**src/rtl/core/smrp_pkg.sv**
```systemverilog
// Shared types and constants of the stack command engine.
// Used by the cell, the remainder unit and the top level; depends on nothing.
`timescale 1ns / 1ps
`default_nettype none
package smrp_pkg;

	localparam int CNT_W = 6;
	localparam int WORD_W = 32;
	localparam int DIV_CNT_W = 5;
	localparam logic [6:0] NEWLINE_CODE = 7'd10;
	localparam logic [6:0] CHAR_MAX_CODE = 7'd127;

	typedef enum logic [2:0] {
		CMD_PUSH  = 3'd0,
		CMD_MOD   = 3'd1,
		CMD_PCHAR = 3'd2,
		CMD_PSTR  = 3'd3,
		CMD_ROTL  = 3'd4,
		CMD_ROTR  = 3'd5
	} cmd_t;

	typedef enum logic [2:0] {
		STS_OK      = 3'd0,
		STS_FEW     = 3'd1,
		STS_DIVZERO = 3'd2,
		STS_EMPTY   = 3'd3,
		STS_RANGE   = 3'd4,
		STS_FULL    = 3'd5
	} status_t;

	typedef enum logic [1:0] {
		OP_HOLD,
		OP_PUSH,
		OP_POP,
		OP_ROTL
	} cell_op_t;

	typedef enum logic [2:0] {
		S_IDLE,
		S_EXEC,
		S_DIV,
		S_ROT,
		S_PSTR,
		S_NL,
		S_FIN
	} state_t;

	typedef struct packed {
		cell_op_t           op;
		logic [WORD_W-1:0]  new_top;
		logic [CNT_W-1:0]   last_idx;
	} cell_ctl_t;

endpackage
`default_nettype wire

```
**src/rtl/core/smrp_cell.sv**
```systemverilog
// One stack cell: holds a single entry, with the top of the stack in cell zero.
// Depends on smrp_pkg for the control struct.
`timescale 1ns / 1ps
`default_nettype none
module smrp_cell #(
	parameter int INDEX = 0
) (
	input  wire                          clk,
	input  smrp_pkg::cell_ctl_t          ctl,
	input  wire [smrp_pkg::WORD_W-1:0]   up_data,
	input  wire [smrp_pkg::WORD_W-1:0]   down_data,
	input  wire [smrp_pkg::WORD_W-1:0]   top_data,
	output logic [smrp_pkg::WORD_W-1:0]  data
);
	import smrp_pkg::*;

	localparam logic [CNT_W-1:0] IDX = CNT_W'(INDEX);

	logic [WORD_W-1:0] data_q;

	always_ff @(posedge clk) begin
		unique case (ctl.op)
			OP_PUSH: begin
				data_q <= (INDEX == 0) ? ctl.new_top : up_data;
			end
			OP_POP: begin
				data_q <= (INDEX == 0) ? ctl.new_top : down_data;
			end
			OP_ROTL: begin
				if (IDX == ctl.last_idx) begin
					data_q <= top_data;
				end else if (IDX < ctl.last_idx) begin
					data_q <= down_data;
				end
			end
			default: begin
				data_q <= data_q;
			end
		endcase
	end

	assign data = data_q;

endmodule
`default_nettype wire

```
**src/rtl/core/smrp_rem.sv**
```systemverilog
// Iterative signed remainder unit, one restoring step per cycle.
// Depends on smrp_pkg for word and counter widths.
`timescale 1ns / 1ps
`default_nettype none
module smrp_rem (
	input  wire                          clk,
	input  wire                          arst_n,
	input  wire                          start,
	input  wire [smrp_pkg::WORD_W-1:0]   dividend,
	input  wire [smrp_pkg::WORD_W-1:0]   divisor,
	output logic                         done,
	output logic [smrp_pkg::WORD_W-1:0]  rem
);
	import smrp_pkg::*;

	logic                 run_q;
	logic                 done_q;
	logic [DIV_CNT_W-1:0] cnt_q;
	logic [WORD_W-1:0]    a_q;
	logic [WORD_W-1:0]    b_q;
	logic [WORD_W-1:0]    r_q;
	logic                 neg_q;
	logic [WORD_W:0]      shifted;
	logic [WORD_W:0]      diff;

	assign shifted = {r_q, a_q[WORD_W-1]};
	assign diff = shifted - {1'b0, b_q};

	always_ff @(posedge clk or negedge arst_n) begin
		if (!arst_n) begin
			run_q <= 1'b0;
			done_q <= 1'b0;
			cnt_q <= '0;
		end else begin
			done_q <= 1'b0;
			if (start) begin
				run_q <= 1'b1;
				cnt_q <= '0;
			end else if (run_q) begin
				cnt_q <= cnt_q + DIV_CNT_W'(1);
				if (cnt_q == '1) begin
					run_q <= 1'b0;
					done_q <= 1'b1;
				end
			end
		end
	end

	always_ff @(posedge clk) begin
		if (start) begin
			a_q <= dividend[WORD_W-1] ? (WORD_W'(0) - dividend) : dividend;
			b_q <= divisor[WORD_W-1] ? (WORD_W'(0) - divisor) : divisor;
			neg_q <= dividend[WORD_W-1];
			r_q <= '0;
		end else if (run_q) begin
			a_q <= {a_q[WORD_W-2:0], 1'b0};
			r_q <= diff[WORD_W] ? shifted[WORD_W-1:0] : diff[WORD_W-1:0];
		end
	end

	assign done = done_q;
	assign rem = neg_q ? (WORD_W'(0) - r_q) : r_q;

endmodule
`default_nettype wire

```
**src/rtl/core/stack_mod_rotate_print_engine.sv**
```systemverilog
// Top level of the stack command engine: command FSM, cell chain, remainder unit.
// Depends on smrp_pkg, smrp_cell and smrp_rem.
//
// Commands arrive on the s_ channel (value in s_tdata, command in s_tuser) and
// results leave on the m_ channel (status and character in m_tdata, the
// character flag in m_tuser, the end of a command's results in m_tlast).
// The stack is a row of cells with the top in cell zero; every stack
// operation moves all held entries by one place together.
// One command is worked on at a time; s_tready is high while no command is
// in progress, even if a result still waits in the output register.
// Push, rotate left, pchar and errors give their first result from the execute
// state; mod waits for the one-bit-per-cycle remainder unit; rotate right with
// N entries held rotates the cell chain N-1 times before its result; pstr
// rotates the chain N times, giving each printable character from the top
// until one does not print, and ends with a newline. When a result still waits
// in the output register and m_tready is low, the engine holds before its next
// result until the register frees up; no result is dropped. Reset empties the
// stack (count zero) and clears the output valid flag; entry contents are not
// cleared.
`timescale 1ns / 1ps
`default_nettype none
module stack_mod_rotate_print_engine #(
	parameter int STACK_DEPTH = 32
) (
	input  wire         clk,
	input  wire         arst_n,
	input  wire         s_tvalid,
	output logic        s_tready,
	input  wire  [31:0] s_tdata,   // value[31:0]
	input  wire  [2:0]  s_tuser,   // cmd[2:0]
	output logic        m_tvalid,
	input  wire         m_tready,
	output logic [15:0] m_tdata,   // status[2:0], char_code[9:3], zero[15:10]
	output logic [0:0]  m_tuser,   // char_valid[0]
	output logic        m_tlast
);
	import smrp_pkg::*;

	localparam logic [CNT_W-1:0] DEPTH_C = CNT_W'(STACK_DEPTH);

	state_t state_q, state_d;
	cmd_t cmd_q;
	logic [WORD_W-1:0] val_q;
	logic [CNT_W-1:0] count_q, count_d;
	logic [CNT_W-1:0] step_q, step_d;
	logic stop_q, stop_d;

	logic out_valid_q;
	status_t out_status_q;
	logic out_cv_q;
	logic [6:0] out_code_q;
	logic out_last_q;

	logic emit;
	status_t emit_status;
	logic emit_cv;
	logic [6:0] emit_code;
	logic emit_last;
	logic can_emit;

	cell_ctl_t ctl;
	logic [WORD_W-1:0] cell_data [STACK_DEPTH];
	logic [WORD_W-1:0] top;
	logic div_start;
	logic div_done;
	logic [WORD_W-1:0] div_rem;
	logic top_printable;
	logic top_char;
	logic s_xfer;

	genvar gi;
	generate
		for (gi = 0; gi < STACK_DEPTH; gi++) begin : g_cell
			smrp_cell #(.INDEX(gi)) u_cell (
				.clk       (clk),
				.ctl       (ctl),
				.up_data   (cell_data[(gi == 0) ? 0 : gi - 1]),
				.down_data (cell_data[(gi == STACK_DEPTH - 1) ? gi : gi + 1]),
				.top_data  (cell_data[0]),
				.data      (cell_data[gi])
			);
		end
	endgenerate

	smrp_rem u_rem (
		.clk      (clk),
		.arst_n   (arst_n),
		.start    (div_start),
		.dividend (cell_data[1]),
		.divisor  (cell_data[0]),
		.done     (div_done),
		.rem      (div_rem)
	);

	assign top = cell_data[0];
	assign top_char = (top[WORD_W-1:7] == '0);
	assign top_printable = top_char && (top[6:0] != 7'd0) && (top[6:0] != CHAR_MAX_CODE);
	assign can_emit = !out_valid_q || m_tready;
	assign s_tready = (state_q == S_IDLE);
	assign s_xfer = s_tvalid && s_tready;

	always_ff @(posedge clk or negedge arst_n) begin
		if (!arst_n) begin
			state_q <= S_IDLE;
			count_q <= '0;
			step_q <= '0;
			stop_q <= 1'b0;
			out_valid_q <= 1'b0;
		end else begin
			state_q <= state_d;
			count_q <= count_d;
			step_q <= step_d;
			stop_q <= stop_d;
			if (emit) begin
				out_valid_q <= 1'b1;
			end else if (m_tready) begin
				out_valid_q <= 1'b0;
			end
		end
	end

	always_ff @(posedge clk) begin
		if (s_xfer) begin
			cmd_q <= cmd_t'(s_tuser);
			val_q <= s_tdata;
		end
		if (emit) begin
			out_status_q <= emit_status;
			out_cv_q <= emit_cv;
			out_code_q <= emit_code;
			out_last_q <= emit_last;
		end
	end

	always_comb begin
		state_d = state_q;
		count_d = count_q;
		step_d = step_q;
		stop_d = stop_q;
		emit = 1'b0;
		emit_status = STS_OK;
		emit_cv = 1'b0;
		emit_code = 7'd0;
		emit_last = 1'b1;
		div_start = 1'b0;
		ctl.op = OP_HOLD;
		ctl.new_top = val_q;
		ctl.last_idx = count_q - CNT_W'(1);
		unique case (state_q)
			S_IDLE: begin
				if (s_xfer) begin
					state_d = S_EXEC;
				end
			end
			S_EXEC: begin
				unique case (cmd_q)
					CMD_PUSH: begin
						if (can_emit) begin
							emit = 1'b1;
							state_d = S_IDLE;
							if (count_q == DEPTH_C) begin
								emit_status = STS_FULL;
							end else begin
								ctl.op = OP_PUSH;
								count_d = count_q + CNT_W'(1);
							end
						end
					end
					CMD_MOD: begin
						if (count_q < CNT_W'(2)) begin
							if (can_emit) begin
								emit = 1'b1;
								emit_status = STS_FEW;
								state_d = S_IDLE;
							end
						end else if (top == '0) begin
							if (can_emit) begin
								emit = 1'b1;
								emit_status = STS_DIVZERO;
								state_d = S_IDLE;
							end
						end else begin
							div_start = 1'b1;
							state_d = S_DIV;
						end
					end
					CMD_PCHAR: begin
						if (can_emit) begin
							emit = 1'b1;
							if (count_q == '0) begin
								emit_status = STS_EMPTY;
								state_d = S_IDLE;
							end else if (!top_char) begin
								emit_status = STS_RANGE;
								state_d = S_IDLE;
							end else begin
								emit_cv = 1'b1;
								emit_code = top[6:0];
								emit_last = 1'b0;
								state_d = S_NL;
							end
						end
					end
					CMD_PSTR: begin
						step_d = '0;
						stop_d = 1'b0;
						state_d = S_PSTR;
					end
					CMD_ROTL: begin
						if (can_emit) begin
							emit = 1'b1;
							state_d = S_IDLE;
							if (count_q >= CNT_W'(2)) begin
								ctl.op = OP_ROTL;
							end
						end
					end
					CMD_ROTR: begin
						step_d = '0;
						state_d = (count_q >= CNT_W'(2)) ? S_ROT : S_FIN;
					end
					default: begin
						if (can_emit) begin
							emit = 1'b1;
							state_d = S_IDLE;
						end
					end
				endcase
			end
			S_DIV: begin
				if (div_done) begin
					ctl.op = OP_POP;
					ctl.new_top = div_rem;
					count_d = count_q - CNT_W'(1);
					state_d = S_FIN;
				end
			end
			S_ROT: begin
				ctl.op = OP_ROTL;
				step_d = step_q + CNT_W'(1);
				if (step_q == count_q - CNT_W'(2)) begin
					state_d = S_FIN;
				end
			end
			S_PSTR: begin
				if (step_q == count_q) begin
					state_d = S_NL;
				end else if (!stop_q && top_printable) begin
					if (can_emit) begin
						emit = 1'b1;
						emit_cv = 1'b1;
						emit_code = top[6:0];
						emit_last = 1'b0;
						ctl.op = OP_ROTL;
						step_d = step_q + CNT_W'(1);
					end
				end else begin
					stop_d = 1'b1;
					ctl.op = OP_ROTL;
					step_d = step_q + CNT_W'(1);
				end
			end
			S_NL: begin
				if (can_emit) begin
					emit = 1'b1;
					emit_cv = 1'b1;
					emit_code = NEWLINE_CODE;
					state_d = S_IDLE;
				end
			end
			S_FIN: begin
				if (can_emit) begin
					emit = 1'b1;
					state_d = S_IDLE;
				end
			end
			default: begin
				state_d = S_IDLE;
			end
		endcase
	end

	assign m_tvalid = out_valid_q;
	assign m_tdata = {6'd0, out_code_q, out_status_q};
	assign m_tuser = out_cv_q;
	assign m_tlast = out_last_q;

`ifndef SYNTHESIS
	a_count_bound: assert property (@(posedge clk) disable iff (!arst_n)
		count_q <= DEPTH_C)
		else $error("stack count exceeds depth");

	a_count_step: assert property (@(posedge clk) disable iff (!arst_n)
		(count_q != $past(count_q)) |->
		((count_q == $past(count_q) + CNT_W'(1)) || (count_q == $past(count_q) - CNT_W'(1))))
		else $error("stack count moved by more than one");

	a_div_two: assert property (@(posedge clk) disable iff (!arst_n)
		(state_q == S_DIV) |-> (count_q >= CNT_W'(2)))
		else $error("remainder running with fewer than two entries");

	a_char_ok: assert property (@(posedge clk) disable iff (!arst_n)
		(m_tvalid && m_tuser[0]) |-> (m_tdata[2:0] == STS_OK))
		else $error("character result with error status");
`endif

endmodule
`default_nettype wire
```
**config.mk**
```make
export PLATFORM = sky130hd
export DESIGN_NAME = stack_mod_rotate_print_engine
export DESIGN_NICKNAME = d
export VERILOG_FILES = /design/src/rtl/core/smrp_pkg.sv /design/src/rtl/core/smrp_cell.sv /design/src/rtl/core/smrp_rem.sv /design/src/rtl/core/stack_mod_rotate_print_engine.sv
export SDC_FILE = /design/constraint.sdc
export NUM_CORES = 2
export LEC_CHECK = 0
export BUFFER_PORTS_ARGS = -buffer_cell sky130_fd_sc_hd__buf_2
export CAP_MARGIN = 20
export CORE_MARGIN = 1
export CORE_UTILIZATION = 37
export DETAILED_ROUTE_END_ITERATION = 10
export HOLD_SLACK_MARGIN = 0.02
export MAX_ROUTING_LAYER = met4
export PLACE_DENSITY_LB_ADDON = 0.05
export SETUP_SLACK_MARGIN = 0.1
export SYNTH_ARGS = -nofsm -noshare
export SYNTH_HDL_FRONTEND = slang
export SYNTH_SLANG_ARGS = --single-unit
```
**constraint.sdc**
```tcl
create_clock -name clk -period 5.33 [get_ports clk]
set_clock_uncertainty 0.1 [all_clocks]
set_input_delay 0 -clock clk [delete_from_list [all_inputs] [get_ports clk]]
set_output_delay 0 -clock clk [all_outputs]
set_load 0.02 [all_outputs]
```
==> parameters.txt <==
Parameter                              Value

Power and ir drop
  Cell Pwr Density    between 800 and 900 mW/mm^2
  Worst IR drop on VDD    429.9 uV
  Cell leakage power    approximately 25 nW

Placement
  HPWL after DPL    ~140000 microns
  Buffers on Ports    52
  Area of placed instances    0.06173 sq mm
  Final Wtd Congestion    0.8384
  Pre-CTS setup slack    0.7998 ns

Synthesis
  Synth Register Bits    1192
  Yosys warns    0
  Post-synthesis cell area    about 0.059 sq mm
  Number of cells produced by synthesis    5075
  Number of different library cells in the post-synthesis netlist    79
  Most instantiated flip-flop cell in the synthesis netlist    sky130_fd_sc_hd__edfxtp_1
  Syn Area/Cell    11.61 sq um
  Post-synth ARST share    2.013%
  Number of enable flip-flop cells after synthesis    1136
  Share of synthesized area occupied by flip-flops and latches    60.00%

Critical path
  Worst-path cell with the longest stage delay    sky130_fd_sc_hd__nor2_1
  Worst EP arrival    around 5.0 ns
  Largest fanout on the critical path    32
  Critical Path Start Type    register
  Setup Crit Path Kind    reg -> reg
  Slowest cell delay on critical path    0.69 ns
  Crit path cell chain    inv_1 -> ha_1 -> nor3b_1 -> xor2_1 -> nand2_1 -> nor2_1 -> a32oi_1 -> a21oi_4 -> buf_4
  R2r worst-path depth    9
  Required time at the endpoint of the critical path    5.64 ns
  Category of the worst setup path capture point    register

Clock tree
  Count of clock tree sinks    between 1000 and 1500
  TritonCTS clock tree    done
  Number of buffers created by CTS    about 140
  CTS root buffer    sky130_fd_sc_hd__clkbuf_16
  Clock-pin slew on the worst setup and hold paths    0.06 ns
  Total of cells resized after clock tree synthesis    0
  Clock latency reported for the late side of the worst-skew pair    about 0.79 ns
  H-tree depth reported by CTS    4
  Number of buffers between clock root and the deepest sink    3
  Total setup buffers inserted after CTS    0

Floorplanning
  Row count    146
  I/O Pins    59
  Die X    401.1 microns
  Effective utilization at floorplan    37.25%
  DIE HEIGHT    ~400 microns
  Overall die area    0.1609 sq mm
  Total core area    0.1582 sq mm

Flow run
  Maximum capacitance violations    0

Timing
  Max-slew violation count    0
  Number of endpoints failing setup at the final stage    0
  Number of endpoints with negative hold slack in the final report    0
  Least-Margin Pin Slew    about 1.1 ns
  Time the final worst path needs with I/O delays and setup    4.636 ns
  Unrepaired setup endpoints after global routing    false
  Worst path setup slack after routing    0.6943 ns
  Setup total negative slack    0 ns
  Final Cycle Share    approximately 87%
  Achievable frequency    approximately 0.22 GHz
  Remaining max-slew budget at the tightest pin    27.33%

Cells and area
  Cell area after layout    0.06700 sq mm
  Relative area change from synthesis to final layout    13.71%
  Most common cell after layout, fill and taps aside    sky130_fd_sc_hd__edfxtp_1
  Commonest cells after routing, fill and taps aside    sky130_fd_sc_hd__edfxtp_1 (1136), sky130_fd_sc_hd__nand2_1 (598), sky130_fd_sc_hd__inv_1 (503)
  Fraction of final layout cells sized beyond drive strength 1    10.38%
  Number of nets in the final layout    between 5000 and 6000

Worst hold path
  Classification of the worst-slack hold path    in -> reg
  Number of instances on the worst hold path    4

GRT
  Wire length of the first global-routing pass    309200 microns
  Total overflow reported by the global router    0
  Antenna violations before repair    12
  Pin count of the biggest net entering global routing    128
  Number of global-route vias before repair    between 40000 and 50000
  Overall global routing resource usage    26.77%

Outcome
  Status    completed

Route
  Drt total wl    213700 microns
  Number of remaining DRC errors    0
  Count of nets left with antenna violations after detail routing    0
  Detailed Routing Iterations Pass 1    10
  Mean number of vias per cell    6.040
  Iter 0 DRT Violations    6672
  DR vias    43709
  Average wire per cell in the routed design    29.53 microns
[per-stage QoR]
step | std cells | hold slack [ns] | power (mW) | util [%]
3_5_place_dp | 6884 | -0.05275 | 44.82 | 39.02
2_1_floorplan | 5080 | -0.3956 | 35.90 | -
4_1_cts | 7226 | 0.1098 | 54.53 | 42.32
6_report | 7236 | 0.1583 | 54.39 | 42.36
5_1_grt | 7233 | 0.1840 | 57.35 | 42.35
3_3_place_gp | 6881 | -0.03863 | 44.41 | 38.98
[synthesized netlist by cell type, types with 20 or more instances]
| master | number | share of area (%) |
|---|---|---|
| sky130_fd_sc_hd__dfxtp_1 | 32 | 1.1 |
| sky130_fd_sc_hd__nor3_1 | 45 | 0.38 |
| sky130_fd_sc_hd__dfrtp_1 | 24 | 1.0 |
| sky130_fd_sc_hd__buf_4 | 34 | 0.43 |
| sky130_fd_sc_hd__o31ai_1 | 26 | 0.33 |
| sky130_fd_sc_hd__a221o_1 | 253 | 4.3 |
| sky130_fd_sc_hd__o21ai_1 | 20 | 0.17 |
| sky130_fd_sc_hd__a22oi_1 | 167 | 2.1 |
| sky130_fd_sc_hd__nor2_1 | 359 | 2.3 |
| sky130_fd_sc_hd__xnor2_1 | 67 | 1.0 |
| sky130_fd_sc_hd__a222oi_1 | 445 | 7.6 |
| sky130_fd_sc_hd__ha_1 | 48 | 1.0 |
| sky130_fd_sc_hd__inv_1 | 503 | 3.2 |
| sky130_fd_sc_hd__a21oi_1 | 122 | 1.0 |
| sky130_fd_sc_hd__mux2_1 | 30 | 0.57 |
| sky130_fd_sc_hd__o21ai_0 | 196 | 1.7 |
| sky130_fd_sc_hd__clkbuf_1 | 309 | 2.0 |
| sky130_fd_sc_hd__nand2_1 | 601 | 3.8 |
| sky130_fd_sc_hd__xor2_1 | 73 | 1.1 |
| sky130_fd_sc_hd__edfxtp_1 | 1136 | 58 |
| sky130_fd_sc_hd__mux2i_1 | 31 | 0.53 |
| sky130_fd_sc_hd__buf_2 | 131 | 1.1 |
| sky130_fd_sc_hd__a21o_1 | 76 | 0.97 |
| sky130_fd_sc_hd__a22o_1 | 64 | 0.95 |
| sky130_fd_sc_hd__nand2b_1 | 24 | 0.25 |
[critical path: cells and delay by family, from the launching register on]
family	cells	cell delay, ns
and+or+nand+nor	3	1.46
xor gates and xnor gates	1	0.38
DFF	1	0.55
buffers and inverters	2	0.72
AOI/OAI and AO/OA	2	0.55
adders and majority gates	1	0.45
[layout make-up]
cell class	instances	area [sq um]
diodes	8	20.02
clock buffers	181	3837
clock inverters	86	618.1
fillers	14845	91190
inverters	505	1896
multi-input cells	2892	20100
flip-flops and latches	1192	35360
well taps	2072	2592
repair buffers	300	2585
[logic make-up (layout without fill, tap and decap cells)]
logic type / Yosys count / in the layout / share of synthesized area [%]
adders and majority gates: 49 / 49 / 1.053
and+or+nand+nor: 1164 / 1164 / 8.311
DFF: 1192 / 1192 / 60.00
other: 1 / 14 / 0.006364
muxes: 65 / 65 / 1.176
xor gates and xnor gates: 140 / 140 / 2.081
buffers and inverters: 996 / 1072 / 6.865
AOI/OAI and AO/OA: 1468 / 1468 / 20.51
[flip-flops by register name, indices dropped and copies added (netlist names)]
name and cells:
g_cell.u_cell.data 1024, u_rem.a_q 32, u_rem.b_q 32, u_rem.r_q 32, val_q 32, out_code_q 7
count_q 6, step_q 6, u_rem.cnt_q 5, cmd_q 3, out_status_q 3, state_q 3
m_tlast 1, m_tuser 1, m_tvalid 1, stop_q 1, u_rem.done 1, u_rem.neg_q 1
u_rem.run_q 1
[timing repair]
action / 4_1_cts / 5_1_grt
hold buffers: 75 / 0
hold endpoints to repair: 105 / 0
setup endpoints to repair: 0 / 0
[worst paths after layout]
kind | from | to | slack (ns)
worst min-delay path | m_tready | m_tvalid$_DFFE_PN0P_ | 0.16
worst min register to register | u_rem.a_q[27]$_DFFE_PP_ | u_rem.a_q[28]$_DFFE_PP_ | 0.42
worst max-delay path | count_q[0]$_DFFE_PN0P_ | g_cell[22].u_cell.data[26]$_DFFE_PP_ | 0.69
worst max register to register | count_q[0]$_DFFE_PN0P_ | g_cell[22].u_cell.data[26]$_DFFE_PP_ | 0.69
max in group asynchronous | arst_n | u_rem.run_q$_DFF_PN0_ | 4.79
min in group asynchronous | arst_n | u_rem.cnt_q[2]$_DFFE_PN0P_ | 0.17
[per-layer routing]
metal  track usage [%]  share of wire, %  vias up
met2             41.29                46     1722
met4             8.315               3.0        0
met5                 -                 0        -
met3             4.135               6.8      284
met1             36.27                44    22152
li1                  -                 -    19551
[power breakdown]
part / internal, mW / switching [mW] / total, mW
combinational: 7.88 / 14.3 / 22.2
sequential: 18.6 / 3.99 / 22.6
clock: 5.37 / 4.19 / 9.56
total: 31.9 / 22.5 / 54.4
Note: power is estimated with default switching activity, not from simulation.
